File: src/rtl/core/bnc_pkg.sv
`default_nettype none

package bnc_pkg;

	// bracket kind as held on the stack
	typedef logic [1:0] kind_t;

	localparam kind_t KIND_ROUND  = 2'd0;
	localparam kind_t KIND_SQUARE = 2'd1;
	localparam kind_t KIND_CURLY  = 2'd2;
	localparam kind_t KIND_NONE   = 2'd3;

	typedef logic [2:0] err_t;

	localparam err_t ERR_NONE     = 3'd0;
	localparam err_t ERR_EMPTY    = 3'd1;
	localparam err_t ERR_MISMATCH = 3'd2;
	localparam err_t ERR_OPEN     = 3'd3;
	localparam err_t ERR_OVERFLOW = 3'd4;

	localparam logic [7:0] CHR_ROUND_OPEN   = 8'h28;
	localparam logic [7:0] CHR_ROUND_CLOSE  = 8'h29;
	localparam logic [7:0] CHR_SQUARE_OPEN  = 8'h5b;
	localparam logic [7:0] CHR_SQUARE_CLOSE = 8'h5d;
	localparam logic [7:0] CHR_CURLY_OPEN   = 8'h7b;
	localparam logic [7:0] CHR_CURLY_CLOSE  = 8'h7d;

	// operation on the stack for one cycle
	typedef struct packed {
		logic  push;
		logic  pop;
		logic  clear;
		kind_t kind;
	} stack_op_t;

	function automatic kind_t opener_kind(input logic [7:0] c);
		unique case (c)
			CHR_ROUND_OPEN:  opener_kind = KIND_ROUND;
			CHR_SQUARE_OPEN: opener_kind = KIND_SQUARE;
			CHR_CURLY_OPEN:  opener_kind = KIND_CURLY;
			default:         opener_kind = KIND_NONE;
		endcase
	endfunction

	function automatic kind_t closer_kind(input logic [7:0] c);
		unique case (c)
			CHR_ROUND_CLOSE:  closer_kind = KIND_ROUND;
			CHR_SQUARE_CLOSE: closer_kind = KIND_SQUARE;
			CHR_CURLY_CLOSE:  closer_kind = KIND_CURLY;
			default:          closer_kind = KIND_NONE;
		endcase
	endfunction

endpackage

`default_nettype wire

File: src/rtl/core/bnc_stack.sv
`default_nettype none

module bnc_stack
	import bnc_pkg::*;
#(
	parameter int STACK_DEPTH = 64
) (
	input  wire logic                             clk,
	input  wire logic                             arst_n,
	input  wire stack_op_t                        op,
	output logic [$clog2(STACK_DEPTH + 1) - 1:0] depth,
	output kind_t                                 top_kind
);

	localparam int DW = $clog2(STACK_DEPTH + 1);
	localparam int AW = (STACK_DEPTH > 1) ? $clog2(STACK_DEPTH) : 1;

	kind_t          mem [STACK_DEPTH];
	logic [DW-1:0]  depth_q;
	logic [DW-1:0]  depth_next;
	kind_t          top_q;
	kind_t          below_q;
	logic [DW-1:0]  raddr_full;
	logic [AW-1:0]  raddr;

	always_comb begin
		if (op.clear) begin
			depth_next = '0;
		end else if (op.push) begin
			depth_next = depth_q + DW'(1);
		end else if (op.pop) begin
			depth_next = depth_q - DW'(1);
		end else begin
			depth_next = depth_q;
		end
	end

	// keep the entry under the new top ready for a pop next cycle
	assign raddr_full = depth_next - DW'(2);
	assign raddr      = (depth_next < DW'(2)) ? '0 : raddr_full[AW-1:0];

	always_ff @(posedge clk or negedge arst_n) begin
		if (!arst_n) begin
			depth_q <= '0;
		end else begin
			depth_q <= depth_next;
		end
	end

	always_ff @(posedge clk) begin
		if (op.push) begin
			top_q <= op.kind;
		end else if (op.pop) begin
			top_q <= below_q;
		end
	end

	always_ff @(posedge clk) begin
		if (op.push) begin
			mem[depth_q[AW-1:0]] <= op.kind;
		end
		below_q <= mem[raddr];
	end

	assign depth    = depth_q;
	assign top_kind = top_q;

endmodule

`default_nettype wire

File: src/rtl/core/bracket_nesting_checker_core.sv
`default_nettype none

// channel   signals                          transfer when
// input     in_valid, in_ready, char_code,   in_valid && in_ready
//           last
// result    out_valid, out_ready, balanced,  out_valid && out_ready
//           error_code
//
// one byte per cycle, back to back; the verdict appears in the output
// register the cycle after the final byte and a new string may follow at once
// the top of stack sits in a register and the entry below it is prefetched from the
// stack memory into a register, so pops and pushes run in consecutive cycles
// reset clears depth, error and output valid; stack memory is not cleared
// input stalls only while a verdict waits in the output register and
// out_ready is low

module bracket_nesting_checker_core
	import bnc_pkg::*;
#(
	parameter int STACK_DEPTH = 64
) (
	input  wire logic       clk,
	input  wire logic       arst_n,
	input  wire logic       in_valid,
	output logic            in_ready,
	input  wire logic [7:0] char_code,
	input  wire logic       last,
	output logic            out_valid,
	input  wire logic       out_ready,
	output logic            balanced,
	output logic [2:0]      error_code
);

	localparam int DW = $clog2(STACK_DEPTH + 1);

	stack_op_t      op;
	logic [DW-1:0]  depth;
	kind_t          top_kind;
	kind_t          ok;
	kind_t          ck;
	logic           accept;
	err_t           err_q;
	err_t           err_new;
	err_t           verdict;
	logic           left_open;
	logic           out_valid_q;
	logic           balanced_q;
	err_t           error_code_q;

	bnc_stack #(
		.STACK_DEPTH(STACK_DEPTH)
	) u_stack (
		.clk      (clk),
		.arst_n   (arst_n),
		.op       (op),
		.depth    (depth),
		.top_kind (top_kind)
	);

	// output register frees the input side whenever it is empty or draining
	assign in_ready = !out_valid_q || out_ready;
	assign accept   = in_valid && in_ready;

	assign ok = opener_kind(char_code);
	assign ck = closer_kind(char_code);

	// decide the stack action; once an error is held the rest is just consumed
	always_comb begin
		op.push  = 1'b0;
		op.pop   = 1'b0;
		op.clear = accept && last;
		op.kind  = ok;
		err_new  = err_q;
		if (accept && err_q == ERR_NONE) begin
			if (ok != KIND_NONE) begin
				if (depth == DW'(STACK_DEPTH)) begin
					err_new = ERR_OVERFLOW;
				end else begin
					op.push = 1'b1;
				end
			end else if (ck != KIND_NONE) begin
				if (depth == '0) begin
					err_new = ERR_EMPTY;
				end else if (top_kind != ck) begin
					err_new = ERR_MISMATCH;
				end else begin
					op.pop = 1'b1;
				end
			end
		end
	end

	// depth after this byte is nonzero
	assign left_open = op.push || (depth > DW'(1)) || (depth == DW'(1) && !op.pop);
	assign verdict   = (err_new == ERR_NONE && left_open) ? ERR_OPEN : err_new;

	always_ff @(posedge clk or negedge arst_n) begin
		if (!arst_n) begin
			err_q <= ERR_NONE;
		end else if (accept) begin
			err_q <= last ? ERR_NONE : err_new;
		end
	end

	always_ff @(posedge clk or negedge arst_n) begin
		if (!arst_n) begin
			out_valid_q <= 1'b0;
		end else if (accept && last) begin
			out_valid_q <= 1'b1;
		end else if (out_ready) begin
			out_valid_q <= 1'b0;
		end
	end

	// verdict payload, loaded only with a final byte
	always_ff @(posedge clk) begin
		if (accept && last) begin
			balanced_q   <= (verdict == ERR_NONE);
			error_code_q <= verdict;
		end
	end

	assign out_valid  = out_valid_q;
	assign balanced   = balanced_q;
	assign error_code = error_code_q;

endmodule

`default_nettype wire

File: config.mk
export PLATFORM = sky130hd
export DESIGN_NAME = bracket_nesting_checker_core
export DESIGN_NICKNAME = d
export VERILOG_FILES = /design/src/rtl/core/bnc_pkg.sv /design/src/rtl/core/bnc_stack.sv /design/src/rtl/core/bracket_nesting_checker_core.sv
export SDC_FILE = /design/constraint.sdc
export NUM_CORES = 1
export LEC_CHECK = 0
export BUFFER_PORTS_ARGS = -buffer_cell sky130_fd_sc_hd__buf_4
export CAP_MARGIN = 20
export CORE_AREA = 10 10 101 170
export DETAILED_ROUTE_END_ITERATION = 6
export DIE_AREA = 0 0 111 180
export PLACE_DENSITY_LB_ADDON = 0.08
export SYNTH_ARGS = -nofsm -noshare
export SYNTH_HDL_FRONTEND = slang
export SYNTH_SLANG_ARGS = --single-unit
File: constraint.sdc
create_clock -name clk -period 8.1 [get_ports clk]
set_input_delay 1.215 -clock clk [delete_from_list [all_inputs] [get_ports clk]]
set_output_delay 1.215 -clock clk [all_outputs]
set_load 0.01 [all_outputs]
==> results.txt <==
Initial Utilization -> 0.527
core box area -> 0.0143 mm^2
FP Rows -> 58
Max-Cap Viols -> 0
Crit. End Element -> flip-flop
Hold Violations, Final -> 0
post-synthesis adder-cell area fraction -> 0.00831
Mapped Avg Cell Area -> 11.7 um^2
initial antenna violation count -> 0
WP buf/inv -> 2
hold crit path type -> flip-flop to flip-flop
filler cell count -> 1184
Worst setup SP type -> primary input
unrepaired setup endpoints after global routing -> false
share of the synthesized area in the top cell type -> 0.535
Clock Tree Buf Depth -> 2
grt ovf -> 0
Slew headroom -> 0.376
post-CTS sizing -> 0
first-pass GRT wire length -> 32.5 mm
Slowest-stage cell, CP -> ha_1
final worst-path cycle share -> 0.750
clock latency at the later pin of the worst-skew pair -> 0.42 ns
footprint of the multi-input gates -> 0.00295 mm^2
Final setup viols -> 0
synthesized flop and latch total -> 147
ys flop type -> edfxtp_1
yosys warns -> 0
P_leak -> 3.05 nW
Pwr per Cell Area -> 215 mW/mm^2
XOR/XNOR Fraction of Synth Area -> 0.00233
crit path DAT -> 6.36 ns
sequential area share after synthesis -> 0.576
Post-CTS Setup Bufs -> 0
proportion of layout cells with a drive suffix above 1 -> 0.150
fmax -> 0.165 GHz
FFs w/ async S/R, synth -> 0.0748
DRC violations left -> 0
Reg area -> 0.00434 mm^2
CTS buffer count -> 17
R2R setup slack -> 2.08 ns
crit path time final -> 6.07 ns
largest net degree at the start of global routing -> 66
Synth Area in Compound Gates -> 0.147
final hold slack -> 0.534 ns
routed wire length -> 20.8 mm
PortBufs -> 18
Worst Tran Pin Value -> 0.932 ns
Hold-fix buffers, CTS -> 0
Synth top cells by count -> edfxtp_1, nor2_1, nand2_1, o21ai_0, mux2i_1
count leader, synth -> edfxtp_1
EDFF count, synth -> 134
Yosys top cell by area -> edfxtp_1
Top Family by Delay on Critical Path -> simple AND/OR/NAND/NOR gates
post-synthesis mux area share -> 0.0640
Die Footprint -> 0.0200 mm^2
crit path kind -> primary input to flip-flop
CP cell instances -> buf_4 -> or4b_1 -> o22a_1 -> nor4b_1 -> and2_1 -> or3_1 -> nand3_1 -> ha_1 -> clkinv_1 -> or3_1 -> o211ai_1 -> a21oi_1 -> o21a_1 -> nor3_1 -> a211oi_2
critical path's most frequent cell -> or3_1
# H-tree levels -> 4
top-level I/O count -> 19
nets -> 665
die width -> 111 um
total vias in the final route -> 5550
clock slew at reported path FFs -> 0.06 ns
post-synthesis simple-gate area fraction -> 0.167
drt first pass iters -> 5
CTS tree -> built
main combinational cell family by area after synthesis -> simple AND/OR/NAND/NOR gates
CTS root buffer -> clkbuf_16
drt first-iter violations -> 509
mapped cell area -> 0.00753 mm^2
worst clock skew -> 0.00840 ns
drt wl/cell -> 24.8 um
largest cells by area after synthesis -> edfxtp_1, nor2_1, dfrtp_1
Final Slew Violations -> 0
antenna cells -> 0
gate count of the mapped netlist -> 641
largest stage delay on the critical path -> 0.82 ns
post-synth cell types -> 84
GPL Wtd Cong -> 0.934
routed vias/inst -> 6.62
worst IR drop on VDD -> 0.000177 V
Sink Count -> 147
GRT Util Overall -> 0.207
crit path max fanout -> 21
area grow syn2layout -> 11.5%
post-route ant nets -> 0
status -> finished clean
post-DP HPWL -> 14.2 mm
vias in the first global route -> 5702
post-synth net total -> 659
height of the die -> 180 um
TNS Setup -> 0 ns
Worst Path Required -> 8.39 ns
cells by family after synthesis:
kind of cell               count (synthesis)
and+or+nand+nor                          251
DFF                                      147
AOI/OAI and AO/OA                        143
buffers and inverters                     56
muxes                                     37
adders and majority gates                  5
xor gates and xnor gates                   2
layer usage:
layer,vias up,track usage,part of all wire
li1,2492,-,-
met1,2806,0.211,0.36
met2,190,0.380,0.54
met3,62,0.0340,0.042
met4,0,0.128,0.057
met5,-,0,0
cells in the final DEF (no fill, tap or decap), drive strengths merged, types with 10 or more instances in the layout:
cell type and count:
a2111oi 10, a21oi 17, a31oi 10, buf 27, clkbuf 18, dfrtp 11, edfxtp 134, inv 19
mux2i 20, nand2 54, nand3 19, nor2 91, nor3 16, o211ai 10, o21ai 28, or3 13
report_power, final:
part	switching (mW)	internal [mW]	leakage, nW
clock	0.318	0.520	0.299
combinational	0.0832	0.0471	1.17
sequential	0.0125	0.826	1.58
total	0.414	1.39	3.05
worst reg2reg max path: cells and delay by family, from the launching register on:
kind                       cells  cell delay (ns)
AOI/OAI and AO/OA              4             0.52
adders and majority gates      2             1.18
buffers and inverters          2             1.30
DFF                            1             0.68
and+or+nand+nor                7             2.22
registers in the layout, summed over array words and instances, names as in the netlist:
| name | count |
|---|---|
| balanced | 1 |
| u_stack.below_q | 2 |
| u_stack.mem | 128 |
| out_valid | 1 |
| error_code | 3 |
| u_stack.depth | 7 |
| err_q | 3 |
| u_stack.top_kind | 2 |
area by class of cell:
class / instances / area share
flip-flops and latches: 147 / 0.517
multi-input cells: 438 / 0.351
clock buffers: 18 / 0.0511
well taps: 180 / 0.0268
repair buffers: 27 / 0.0238
clock inverters: 13 / 0.0234
inverters: 16 / 0.00715
worst paths after layout:
path	start	endpoint	cells after the start
max in group asynchronous	arst_n	u_stack.depth[2]	1
worst min register to register	err_q[0]	err_q[0]	2
worst max-delay path	char_code[4]	u_stack.below_q[1]	15
worst min-delay path	err_q[0]	err_q[0]	2
min in group asynchronous	arst_n	out_valid	1
worst max register to register	u_stack.depth[1]	u_stack.below_q[1]	15
metrics by stage:
step	cells	worst slack [ns]	power [mW]	cell area, um^2	util
after global routing	839	1.70	1.86	8400	0.587
after floorplan	641	2.71	0.940	7530	-
after detailed placement	807	1.38	0.982	7760	0.543
after CTS	838	1.80	1.81	8390	0.587
final	839	2.03	1.81	8400	0.587
after global placement	807	1.50	0.981	7760	0.543
(Power assumes the default switching activity.)
